===== src/rtl/modbus_rtu_response_checker_core_assert.svh =====
// Assertion macros shared by the response checker RTL
`ifndef MODBUS_RTU_RESPONSE_CHECKER_CORE_ASSERT_SVH
`define MODBUS_RTU_RESPONSE_CHECKER_CORE_ASSERT_SVH

// Same-cycle implication, disabled while in reset
`define MRC_ASSERT_NOW(label, clk, rst_n, ante, cons, msg) \
    label: assert property (@(posedge clk) disable iff (!rst_n) (ante) |-> (cons)) \
        else $error(msg);

// Next-cycle implication, disabled while in reset
`define MRC_ASSERT_NEXT(label, clk, rst_n, ante, cons, msg) \
    label: assert property (@(posedge clk) disable iff (!rst_n) (ante) |=> (cons)) \
        else $error(msg);

`endif


===== src/rtl/mrc_pkg.sv =====
// Types, constants and codes for the Modbus RTU response checker
package mrc_pkg;

    localparam int MAX_RETURNED_DEF = 8;

    localparam logic [7:0]  FC_READ   = 8'h03;
    localparam logic [7:0]  FC_WRITE  = 8'h06;
    localparam logic [15:0] CRC_INIT  = 16'hFFFF;
    localparam logic [15:0] CRC_POLY  = 16'hA001;
    localparam logic [8:0]  WRITE_LEN = 9'd8;
    localparam logic [8:0]  READ_OVERHEAD = 9'd5;
    localparam logic [6:0]  MAX_COUNT = 7'd125;
    localparam logic [3:0]  CRC_BITS  = 4'd8;

    // status codes
    localparam logic [1:0] STS_OK   = 2'd0;
    localparam logic [1:0] STS_FMT  = 2'd1;
    localparam logic [1:0] STS_CRC  = 2'd2;
    localparam logic [1:0] STS_LINK = 2'd3;

    // event kinds
    localparam logic [1:0] EVT_NONE   = 2'd0;
    localparam logic [1:0] EVT_ERROR  = 2'd1;
    localparam logic [1:0] EVT_SINGLE = 2'd2;
    localparam logic [1:0] EVT_MULTI  = 2'd3;

    typedef struct packed {
        logic       mode;
        logic [6:0] requested_count;
        logic [7:0] rx_byte;
        logic       link_error;
    } byte_item_t;

    typedef struct packed {
        logic [1:0]  status;
        logic [1:0]  event_kind;
        logic [2:0]  register_index;
        logic [15:0] register_value;
        logic [6:0]  register_total;
        logic        last;
    } result_t;

    typedef struct packed {
        logic load;   // fold a new byte in, then shift it bit-serially
        logic fresh;  // byte opens a frame: start from the initial value
        logic clear;  // return the accumulator to its initial value
    } crc_ctl_t;

    typedef enum logic [2:0] {
        RES_LINK,
        RES_FMT,
        RES_CRC,
        RES_WRITE,
        RES_SINGLE,
        RES_ZERO,
        RES_MULTI
    } res_code_t;

endpackage


===== src/rtl/mrc_crc.sv =====
// Bit-serial CRC-16 accumulator, one polynomial step per cycle
module mrc_crc
    import mrc_pkg::*;
(
    input  logic        clk,
    input  logic        rst_n,
    input  crc_ctl_t    ctl,
    input  logic [7:0]  data,
    output logic [15:0] crc,
    output logic        busy
);

    logic [15:0] crc_reg;
    logic [15:0] crc_next;
    logic [3:0]  cnt_reg;
    logic [3:0]  cnt_next;

    always_ff @(posedge clk or negedge rst_n)
    begin
        if (!rst_n)
        begin
            crc_reg <= CRC_INIT;
            cnt_reg <= '0;
        end
        else
        begin
            crc_reg <= crc_next;
            cnt_reg <= cnt_next;
        end
    end

    always_comb
    begin
        crc_next = crc_reg;
        cnt_next = cnt_reg;
        if (ctl.clear)
        begin
            crc_next = CRC_INIT;
        end
        else if (ctl.load)
        begin
            crc_next = (ctl.fresh ? CRC_INIT : crc_reg) ^ {8'h00, data};
            cnt_next = CRC_BITS;
        end
        else if (cnt_reg != '0)
        begin
            crc_next = crc_reg[0] ? ({1'b0, crc_reg[15:1]} ^ CRC_POLY)
                                  : {1'b0, crc_reg[15:1]};
            cnt_next = cnt_reg - 4'd1;
        end
    end

    assign crc  = crc_reg;
    assign busy = (cnt_reg != '0);

endmodule


===== src/rtl/mrc_store.sv =====
// Register word store: one write port, one read port, registered read data
module mrc_store
    import mrc_pkg::*;
#(
    parameter int DEPTH  = MAX_RETURNED_DEF,
    parameter int ADDR_W = (DEPTH > 1) ? $clog2(DEPTH) : 1
)
(
    input  logic              clk,
    input  logic              we,
    input  logic [ADDR_W-1:0] waddr,
    input  logic [15:0]       wdata,
    input  logic [ADDR_W-1:0] raddr,
    output logic [15:0]       rdata
);

    logic [15:0] store_mem [DEPTH];
    logic [15:0] rd_data_reg;

    always_ff @(posedge clk)
    begin
        if (we)
        begin
            store_mem[waddr] <= wdata;
        end
        rd_data_reg <= store_mem[raddr];
    end

    assign rdata = rd_data_reg;

endmodule


===== src/rtl/modbus_rtu_response_checker_core.sv =====
// Modbus RTU response checker: top level with frame sequencer and result output
// A frame byte that is covered by the CRC is folded into the bit-serial CRC shifter,
// and byte_stall is high while the shifter works on it. The two CRC bytes at the end
// of a frame do not go through the shifter. At frame end every result is a read of the
// register store, then a load into the output register, held back while rsp_stall
// holds the output register; the next byte is taken as soon as the last result sits in
// the output register. The store needs no clearing after reset.
`include "modbus_rtu_response_checker_core_assert.svh"

module modbus_rtu_response_checker_core
    import mrc_pkg::*;
#(
    parameter int MAX_RETURNED = MAX_RETURNED_DEF
)
(
    input  logic       clk,
    input  logic       rst_n,
    input  logic       cfg_valid,
    output logic       cfg_ready,
    input  logic [7:0] cfg_data,
    input  logic       byte_valid,
    output logic       byte_stall,
    input  byte_item_t byte_data,
    output logic       rsp_valid,
    input  logic       rsp_stall,
    output result_t    rsp_data
);

    localparam int IDX_W = (MAX_RETURNED > 1) ? $clog2(MAX_RETURNED) : 1;
    localparam int CNT_W = $clog2(MAX_RETURNED + 1);

    typedef enum logic [2:0] {
        ST_IDLE = 3'b001,
        ST_RD   = 3'b010,
        ST_OUT  = 3'b100
    } state_t;

    state_t      state_reg, state_next;
    logic [7:0]  own_addr_reg;
    logic [7:0]  pos_reg, pos_next;
    logic        mode_reg, mode_next;
    logic [6:0]  count_reg, count_next;
    logic        hdr_reg, hdr_next;
    logic [7:0]  low_reg, low_next;
    logic [7:0]  hold_reg, hold_next;
    res_code_t   code_reg, code_next;
    logic [CNT_W-1:0] idx_reg, idx_next;
    logic [CNT_W-1:0] n_reg, n_next;
    logic        rsp_valid_reg, rsp_valid_next;
    result_t     rsp_data_reg, rsp_data_next;

    logic        accept;
    logic        crc_busy;
    logic [15:0] crc_val;
    crc_ctl_t    crc_ctl;
    logic        st_we;
    logic [IDX_W-1:0] st_waddr;
    logic [15:0] st_rdata;
    logic [15:0] st_wdata;

    logic        p_first;
    logic        mode_cur;
    logic [6:0]  count_cur;
    logic [6:0]  count_sat;
    logic [8:0]  len_cur;
    logic [8:0]  pos_plus2;
    logic [7:0]  off;
    logic        crc_ok;
    logic        out_free;
    logic        out_load;
    logic        res_last;
    logic [CNT_W-1:0] n_cur;

    assign cfg_ready  = 1'b1;
    assign byte_stall = (state_reg != ST_IDLE) || crc_busy;
    assign accept     = byte_valid && !byte_stall;
    assign out_free   = !rsp_valid_reg || !rsp_stall;
    assign out_load   = (state_reg == ST_OUT) && out_free;

    assign p_first   = (pos_reg == 8'd0);
    assign count_sat = (byte_data.requested_count > MAX_COUNT) ? MAX_COUNT
                                                               : byte_data.requested_count;
    assign mode_cur  = p_first ? byte_data.mode : mode_reg;
    assign count_cur = p_first ? count_sat : count_reg;
    assign len_cur   = mode_cur ? WRITE_LEN : (READ_OVERHEAD + {1'b0, count_cur, 1'b0});
    assign pos_plus2 = {1'b0, pos_reg} + 9'd2;
    assign off       = pos_reg - 8'd3;
    assign crc_ok    = (crc_val[7:0] == low_reg) && (crc_val[15:8] == byte_data.rx_byte);
    assign n_cur     = ({1'b0, count_reg} < 8'(MAX_RETURNED)) ? CNT_W'(count_reg)
                                                               : CNT_W'(MAX_RETURNED);
    assign st_wdata  = {hold_reg, byte_data.rx_byte};
    assign st_waddr  = off[IDX_W:1];
    assign res_last  = (code_reg != RES_MULTI) || (CNT_W'(idx_reg + CNT_W'(1)) == n_reg);

    mrc_crc u_crc (
        .clk   (clk),
        .rst_n (rst_n),
        .ctl   (crc_ctl),
        .data  (byte_data.rx_byte),
        .crc   (crc_val),
        .busy  (crc_busy)
    );

    mrc_store #(
        .DEPTH  (MAX_RETURNED),
        .ADDR_W (IDX_W)
    ) u_store (
        .clk   (clk),
        .we    (st_we),
        .waddr (st_waddr),
        .wdata (st_wdata),
        .raddr (idx_reg[IDX_W-1:0]),
        .rdata (st_rdata)
    );

    always_ff @(posedge clk or negedge rst_n)
    begin
        if (!rst_n)
        begin
            state_reg     <= ST_IDLE;
            own_addr_reg  <= '0;
            pos_reg       <= '0;
            mode_reg      <= 1'b0;
            count_reg     <= '0;
            hdr_reg       <= 1'b1;
            low_reg       <= '0;
            hold_reg      <= '0;
            code_reg      <= RES_LINK;
            idx_reg       <= '0;
            n_reg         <= '0;
            rsp_valid_reg <= 1'b0;
        end
        else
        begin
            state_reg     <= state_next;
            pos_reg       <= pos_next;
            mode_reg      <= mode_next;
            count_reg     <= count_next;
            hdr_reg       <= hdr_next;
            low_reg       <= low_next;
            hold_reg      <= hold_next;
            code_reg      <= code_next;
            idx_reg       <= idx_next;
            n_reg         <= n_next;
            rsp_valid_reg <= rsp_valid_next;
            if (cfg_valid && cfg_ready)
            begin
                own_addr_reg <= cfg_data;
            end
        end
    end

    always_ff @(posedge clk)
    begin
        rsp_data_reg <= rsp_data_next;
    end

    // byte decode and frame sequencing
    always_comb
    begin
        state_next = state_reg;
        pos_next   = pos_reg;
        mode_next  = mode_reg;
        count_next = count_reg;
        hdr_next   = hdr_reg;
        low_next   = low_reg;
        hold_next  = hold_reg;
        code_next  = code_reg;
        idx_next   = idx_reg;
        n_next     = n_reg;
        crc_ctl    = '0;
        st_we      = 1'b0;

        unique case (state_reg)
            ST_IDLE:
            begin
                if (accept)
                begin
                    if (byte_data.link_error)
                    begin
                        pos_next      = '0;
                        hdr_next      = 1'b1;
                        crc_ctl.clear = 1'b1;
                        code_next     = RES_LINK;
                        idx_next      = '0;
                        state_next    = ST_RD;
                    end
                    else
                    begin
                        mode_next  = mode_cur;
                        count_next = count_cur;
                        if (p_first)
                        begin
                            hdr_next = (byte_data.rx_byte == own_addr_reg);
                        end
                        else if (pos_reg == 8'd1)
                        begin
                            if (byte_data.rx_byte != (mode_reg ? FC_WRITE : FC_READ))
                            begin
                                hdr_next = 1'b0;
                            end
                        end
                        else if ((pos_reg == 8'd2) && !mode_reg)
                        begin
                            if (byte_data.rx_byte[7:1] != count_reg)
                            begin
                                hdr_next = 1'b0;
                            end
                        end

                        priority if (pos_plus2 < len_cur)
                        begin
                            crc_ctl.load  = 1'b1;
                            crc_ctl.fresh = p_first;
                            if (!mode_cur && (pos_reg >= 8'd3))
                            begin
                                if (!off[0])
                                begin
                                    hold_next = byte_data.rx_byte;
                                end
                                else if ({1'b0, off[7:1]} < 8'(MAX_RETURNED))
                                begin
                                    st_we = 1'b1;
                                end
                            end
                            pos_next = pos_reg + 8'd1;
                        end
                        else if (pos_plus2 == len_cur)
                        begin
                            low_next = byte_data.rx_byte;
                            pos_next = pos_reg + 8'd1;
                        end
                        else
                        begin
                            // closing byte: decide the outcome
                            pos_next      = '0;
                            hdr_next      = 1'b1;
                            crc_ctl.clear = 1'b1;
                            idx_next      = '0;
                            n_next        = n_cur;
                            state_next    = ST_RD;
                            priority if (!hdr_reg)
                                code_next = RES_FMT;
                            else if (!crc_ok)
                                code_next = RES_CRC;
                            else if (mode_reg)
                                code_next = RES_WRITE;
                            else if (count_reg == 7'd1)
                                code_next = RES_SINGLE;
                            else if (n_cur == '0)
                                code_next = RES_ZERO;
                            else
                                code_next = RES_MULTI;
                        end
                    end
                end
            end
            ST_RD:
            begin
                state_next = ST_OUT;
            end
            ST_OUT:
            begin
                if (out_free)
                begin
                    if (res_last)
                    begin
                        state_next = ST_IDLE;
                    end
                    else
                    begin
                        idx_next   = CNT_W'(idx_reg + CNT_W'(1));
                        state_next = ST_RD;
                    end
                end
            end
            default:
            begin
                state_next = ST_IDLE;
            end
        endcase
    end

    // result formatting into the output register
    always_comb
    begin
        rsp_data_next  = rsp_data_reg;
        rsp_valid_next = rsp_valid_reg && rsp_stall;
        if (out_load)
        begin
            rsp_valid_next = 1'b1;
            rsp_data_next  = '0;
            rsp_data_next.last = res_last;
            unique case (code_reg)
                RES_LINK:
                begin
                    rsp_data_next.status     = STS_LINK;
                    rsp_data_next.event_kind = EVT_ERROR;
                end
                RES_FMT:
                begin
                    rsp_data_next.status = STS_FMT;
                end
                RES_CRC:
                begin
                    rsp_data_next.status = STS_CRC;
                end
                RES_WRITE:
                begin
                    rsp_data_next.status = STS_OK;
                end
                RES_SINGLE:
                begin
                    rsp_data_next.event_kind     = EVT_SINGLE;
                    rsp_data_next.register_value = st_rdata;
                    rsp_data_next.register_total = 7'd1;
                end
                RES_ZERO:
                begin
                    rsp_data_next.event_kind = EVT_MULTI;
                end
                RES_MULTI:
                begin
                    rsp_data_next.event_kind     = EVT_MULTI;
                    rsp_data_next.register_index = 3'(idx_reg);
                    rsp_data_next.register_value = st_rdata;
                    rsp_data_next.register_total = count_reg;
                end
                default:
                begin
                    rsp_data_next.status = STS_OK;
                end
            endcase
        end
    end

    assign rsp_valid = rsp_valid_reg;
    assign rsp_data  = rsp_data_reg;

    `MRC_ASSERT_NOW(a_crc_only_idle, clk, rst_n, crc_busy, state_reg == ST_IDLE,
        "CRC shifter busy while results are being sent")
    `MRC_ASSERT_NOW(a_pos_in_frame, clk, rst_n, pos_reg != 8'd0,
        {1'b0, pos_reg} < (mode_reg ? WRITE_LEN : (READ_OVERHEAD + {1'b0, count_reg, 1'b0})),
        "byte position beyond frame length")
    `MRC_ASSERT_NOW(a_idx_bound, clk, rst_n,
        (state_reg != ST_IDLE) && (code_reg == RES_MULTI), idx_reg < n_reg,
        "result index beyond returned register count")
    `MRC_ASSERT_NEXT(a_last_ends, clk, rst_n, out_load && res_last, state_reg == ST_IDLE,
        "sequencer did not return to idle after the final result")

endmodule

===== config.mk =====
export PLATFORM = sky130hd
export DESIGN_NAME = modbus_rtu_response_checker_core
export DESIGN_NICKNAME = d
export VERILOG_FILES = /design/src/rtl/mrc_pkg.sv /design/src/rtl/mrc_crc.sv /design/src/rtl/mrc_store.sv /design/src/rtl/modbus_rtu_response_checker_core.sv
export VERILOG_INCLUDE_DIRS = /design/src /design/src/rtl
export SDC_FILE = /design/constraint.sdc
export NUM_CORES = 1
export LEC_CHECK = 0
export ABC_CLOCK_PERIOD_IN_PS = 6700
export BUFFER_PORTS_ARGS = -buffer_cell sky130_fd_sc_hd__buf_4
export CORE_UTILIZATION = 55
export CTS_BUF_LIST = sky130_fd_sc_hd__clkbuf_2 sky130_fd_sc_hd__clkbuf_4 sky130_fd_sc_hd__clkbuf_8
export CTS_CLUSTER_DIAMETER = 80
export CTS_CLUSTER_SIZE = 28
export DETAILED_ROUTE_END_ITERATION = 7
export MAX_ROUTING_LAYER = met4
export PLACE_DENSITY = 0.73
export SETUP_SLACK_MARGIN = 0.5
export SLEW_MARGIN = 20
export SYNTH_ARGS = -nofsm -noshare
export SYNTH_HDL_FRONTEND = slang
export SYNTH_SLANG_ARGS = --single-unit
export TNS_END_PERCENT = 50

===== constraint.sdc =====
create_clock -name clk -period 6.7 [get_ports clk]
set_input_delay 1.005 -clock clk [delete_from_list [all_inputs] [get_ports clk]]
set_output_delay 1.005 -clock clk [all_outputs]
set_load 0.005 [all_outputs]

After elaboration in Yosys (flattened, before gate mapping)
Memories as Yosys holds them, arrays and structs flattened. A register that Yosys moved wholly into a read port is not among the register bits.
Cells that the tools add are included.

storage, ports and cells
  bits in registers = 107
  RAM bits = 128
  input bits = 30
  word-level logic and storage cells = 163
  memories = 1

cells by class
  $add $sub $neg = 6
  $lt $le $gt $ge = 5
  equality and inequality tests = 27
  mux-type cells = 66
  bitwise gates (word level) = 7
  reductions and logical operators = 31

memory list
  memory             depth  width  rd ports  clocked after memory_dff  wr ports  line             RTL
  u_store.store_mem  8      16     1         1                         1         mrc_store.sv:17  logic [15:0] store_mem [DEPTH];

operator list
  kind                                                         number
  2-to-1 mux 16 bit                                            5
  case mux 23 bit (2 select lines)                             1
  2-to-1 mux 3 bit                                             15
  2-to-1 mux 4 bit                                             9
  == test 8 bit                                                3
  2-to-1 mux 8 bit                                             3
  2-to-1 mux 1 bit                                             22
  XOR 16 x 8 -> 16 bit                                         1
  less-than comparator 7 x 4 -> 1 bit (second input constant)  2
  2-to-1 mux 7 bit                                             2
  == test 3 bit (second input constant)                        4
  case mux 2 bit (3 select lines)                              2
  AND reduction 6 bit                                          2
  inequality test 2 bit (second input constant)                5
  AND reduction 5 bit                                          2
  adder 3 x 8 -> 9 bit (first input constant)                  1
  adder 8 x 2 -> 9 bit (second input constant)                 1
  == test 9 bit                                                1
  less-than comparator 9 bit                                   1
  2-to-1 mux 9 bit                                             1
  inequality test 3 bit (second input constant)                3
  case mux 3 bit (3 select lines)                              1
  adder 8 x 1 -> 8 bit (second input constant)                 1
  == test 8 x 1 -> 1 bit (second input constant)               1
  30 further kinds                                             53

Longest topological paths before layout
  word-level depth = 15
  gate-level depth with buffers = 19
  gate-level depth less buffers = 17

Modules after synthesis
From an unflattened synthesis, not the netlist that was laid out.

unflattened totals
  cell total of the unflattened synthesis = 772
  area total of the unflattened synthesis = 11,253.3 µm²

modules (own cells, without submodules)
  module                            times used  cells each  area an instance (µm²)  sequential area each (µm²)
  mrc_store                         1           214         5,293.8                 4,164.0
  modbus_rtu_response_checker_core  1           443         4,822.1                 2,334.7
  mrc_crc                           1           115         1,137.3                 520.5

Worst setup path after synthesis
Ideal clock, no wire load.

  path kind = register to register
  start point = register pos_reg[1]
  end point = memory u_store.store_mem[5][0] (enable)
  library setup time = 390 ps
  arrival time = 4,591 ps
  required time = 6,310 ps
  slack = 1,719 ps
  stages on the path, launching flop included = 19
  buffers on the path = 1
  cell sequence = dfrtp_1 > inv_1 > ha_1 > nand3_1 > clkbuf_1 > nor3b_1 > a21oi_1 > inv_1 > ha_1 > o21ai_1 > xor2_1 > nand2_1 > ha_1 > nand4_1 > or3_1 > o211ai_1 > or3_4 > or4_1 > nor2b_1

on the way
  word-level cells in the longest chain between the ends = 11

ends and longest elaborated chain
  what                                    line                                     RTL
  start: declaration                      modbus_rtu_response_checker_core.sv:40   logic [7:0] pos_reg, pos_next;
  start signal: assignment                modbus_rtu_response_checker_core.sv:136  pos_reg <= pos_next;
  zero test 8 bit                         modbus_rtu_response_checker_core.sv:80   assign p_first = (pos_reg == 8'd0);
  2-to-1 mux 7 bit                        modbus_rtu_response_checker_core.sv:84   assign count_cur = p_first ? count_sat : count_reg;
  via count_cur[1]                        modbus_rtu_response_checker_core.sv:63   logic [6:0] count_cur;
  adder 3 x 8 -> 9 bit                    modbus_rtu_response_checker_core.sv:85   assign len_cur = mode_cur ? WRITE_LEN : (READ_OVERHEAD + {1'b0, count_cur, 1'b0});
  2-to-1 mux 9 bit                        modbus_rtu_response_checker_core.sv:85
  less-than comparator 9 bit              modbus_rtu_response_checker_core.sv:211  priority if (pos_plus2 < len_cur)
  2-to-1 mux 1 bit                        modbus_rtu_response_checker_core.sv:211
  2-to-1 mux 1 bit                        modbus_rtu_response_checker_core.sv:179  if (byte_data.link_error)
  2-to-1 mux 1 bit                        modbus_rtu_response_checker_core.sv:177  if (accept)
  2-to-1 mux 1 bit                        modbus_rtu_response_checker_core.sv:174  unique case (state_reg)
  2-to-1 mux 1 bit                        mrc_store.sv:22                          if (we)
  2-to-1 mux 1 bit (not written as such)  mrc_store.sv:24                          store_mem[waddr] <= wdata;
  end: declaration                        mrc_store.sv:17

The timed path passes the listed nets, and every way through them passes these cells.

Worst setup path after layout
  start point = register pos_reg[3]
  end point = memory u_store.store_mem[1][15] (enable)

Same word-level chain as after synthesis.

==> qor.yml <==
ff2ff_path_depth: 17
post-route-period-util_pct: 81.3
io_buffers: 62
grt-ovfl-total: 0
clk_latency_ns: 0.54
drive_gt1_share_pct: 24.4
path_clk_slew_ns: 0.14
yosys-top-cells-area: "edfxtp_1 43%, dfrtp_1 13%, mux4_2 6.5%"
startpoint_type: "flop"
crit_family: "simple AND/OR/NAND/NOR gates"
synth_simple_gate_area_share_pct: 9.37
ff_latch_area_um2: 7020
syn-num-nets: 823
async_flop_share_pct: 30.3
synth-xor-area-share_pct: 4.25
hold_buffers: 0
holdPathStages: 1
grt_use_total_pct: 24.7
timing.rr.end: "u_store.store_mem[1][15]"
nets: 872
initial_core_util_pct: 56.5
synth_top_cell_area_share_pct: 43.1
clock-sinks: 251
yosys_warnings: 0
crit_required_ns: 6.91
ios: 64
tritoncts: "yes"
cp_slowest_cell: "or4_1"
vias: 6523
dieArea_um2: 20700
multi_input_area_um2: 3800
cp_common_cell: "ha_1"
worstMarginPinSlew_ns: 0.981
yosysUniqueCellTypes: 62
post_cts_buffers: 0
layout_commonest_cell: "edfxtp_1"
fin_tns_setup_ns: 0
cts_root_buf: "clkbuf_8"
syn_avg_cell_area_um2: 14.3
antenna_left: 0
synth_mux_area_share_pct: 12.1
hold_path_class: "reg -> reg"
drv_cap: 0
core_area_um2: 19600
cts_buffers: 14
syn_inst: 774
hold_viol: 0
report.final.slew_viol_count: 0
antennaDiodeCount: 0
setup.worst_path.class: "reg -> reg"
cp_slowest_stage_delay_ns: 0.61
synth-edff-count: 159
die_h_um: 144
final.min_clock_period_ns: 5.44
worst-path-buf-inv: 2
largest_register_ffs: 128
rsz0062_at_grt: "no"
yosysTopAreaCell: "edfxtp_1"
slew_headroom_pct: 34.6
dr.pass1.iters: 5
ys_seq_area_share_pct: 63.4
crit_fanout: 16
run_status: "completed"
synthFlopType: "edfxtp_1"
layout_common_cells: "159 x edfxtp_1, 73 x buf_4, 57 x dfrtp_1"
worstHoldStart: "u_store.rdata[4]"
area_delta_synth_final_pct: 9.73
place_ws_ns: 1.36
drt_iter0_drc: 615
ys_ff_latch: 251
yosys.area_share.adder_pct: 2.15
skew_ns: 0.0366
grt_first_pass_wirelength_um: 36600
worstReg2RegStart: "pos_reg[3]"
fmax_ghz: 0.184
antenna_found_initial: 0
crit_chain: "nor4_2, nand3_1, nor3b_1, a21oi_1, inv_1, ha_1, o21ai_1, xor2_1, nand2_1, ha_1, nand4_1, or3_1, o211ai_1, or3_4, or4_1, nor2_1, buf_4"
clock_path_buffers: 3
place.gp.congestion: 0.899
routed_via_density: 5.95
min_to: "rsp_data[12]"
power_leakage_nw: 4.57
grt_max_degree: 77
wl_um: 23200
drc: 0
n_fill_cell: 1458
avgRoutedWirePerCell_um: 21.2
post-dp-hpwl_um: 16000
p_per_area_nw_per_um2: 312
cts.htree.levels: 1
num_rows: 51
syn_area_um2: 11100
cp-end-kind: "flop"
crit_arrival_ns: 5.65
fp.dieW_um: 144
vdd_ir_drop_max_uv: 278
finalSetupViolations: 0
cts_resized: 0
synth-compound-area-share_pct: 6.42
synth_top_family_by_area: "multiplexers"
setup_ws_ns: 1.26
r2r_setup_slack_ns: 1.26
grt_pass1_vias: 6498
-- kinds of logic (layout without fill, tap and decap cells) --
logic type,Yosys count,count (layout)
adder cells (fa/ha/maj),19,19
AO/OA/AOI/OAI,107,107
AND/OR/NAND/NOR,194,194
XOR/XNOR,52,52
other,1,1
multiplexers,85,85
buffers and inverters,65,122
flip-flops,251,251
-- where the power goes --
part / internal, mW / total (mW) / switching [mW]
Combinational: 0.432 / 0.988 / 0.556
Clock: 0.292 / 0.772 / 0.481
Sequential: 1.83 / 2.03 / 0.197
-- how the worst max path moves through the flow --
stage | start | endpoint | cells past startpoint | slack [ns]
2_1_floorplan | pos_reg[1] | u_store.store_mem[5][0] | 18 | 1.72
3_3_place_gp | pos_reg[3] | u_store.store_mem[4][7] | 17 | 1.68
3_5_place_dp | pos_reg[3] | u_store.store_mem[7][6] | 17 | 1.36
4_1_cts | pos_reg[3] | u_store.store_mem[7][15] | 17 | 1.33
5_1_grt | pos_reg[3] | u_store.store_mem[7][13] | 17 | 0.87
6_report | pos_reg[3] | u_store.store_mem[1][15] | 17 | 1.26
-- routing by layer --
metal | vias up | wire length, um | GRT usage (%)
met5 | - | 0 | -
met4 | 0 | 755 | 7.95
met3 | 52 | 1290 | 3.00
met2 | 247 | 11700 | 40.2
met1 | 3242 | 9500 | 32.5
li1 | 2982 | - | -
-- stage by stage --
| step | total power, mW | cell area, um^2 | instances | util (%) | hold slack (ns) |
|---|---|---|---|---|---|
| CTS | 3.79 | 12100 | 1095 | 61.9 | 0.524 |
| global placement | 2.98 | 11800 | 1071 | 60.2 | 0.479 |
| finish | 3.79 | 12100 | 1096 | 62.0 | 0.520 |
| detailed placement | 3.03 | 11800 | 1071 | 60.2 | 0.491 |
| global route | 4.00 | 12100 | 1096 | 62.0 | 0.536 |
| floorplan | 2.74 | 11100 | 774 | - | 0.460 |
-- final cells by class --
class	instances	share of cell area (%)
tap	265	2.73
sequential	251	57.8
timing repair buffer	74	4.64
inverter	24	0.742
clock buffer	19	1.95
clock inverter	5	0.834
multi-input combinational	458	31.3
-- synth_stat cells (9+ instances only) --
cell and number:
inv_1 24, nand2_1 44, dfstp_2 18, nor4_1 9, nand3_1 26, o22a_1 9
nand4_1 12, a21oi_1 18, xnor2_1 24, o21ai_0 27, clkbuf_1 32, mux2_2 37
nor2_1 33, mux4_2 32, xor2_1 27, o22ai_1 11, edfxtp_1 159, and2_1 28
dfxtp_1 16, dfrtp_1 58, ha_1 19
Note: power is estimated with default switching activity, not from simulation.
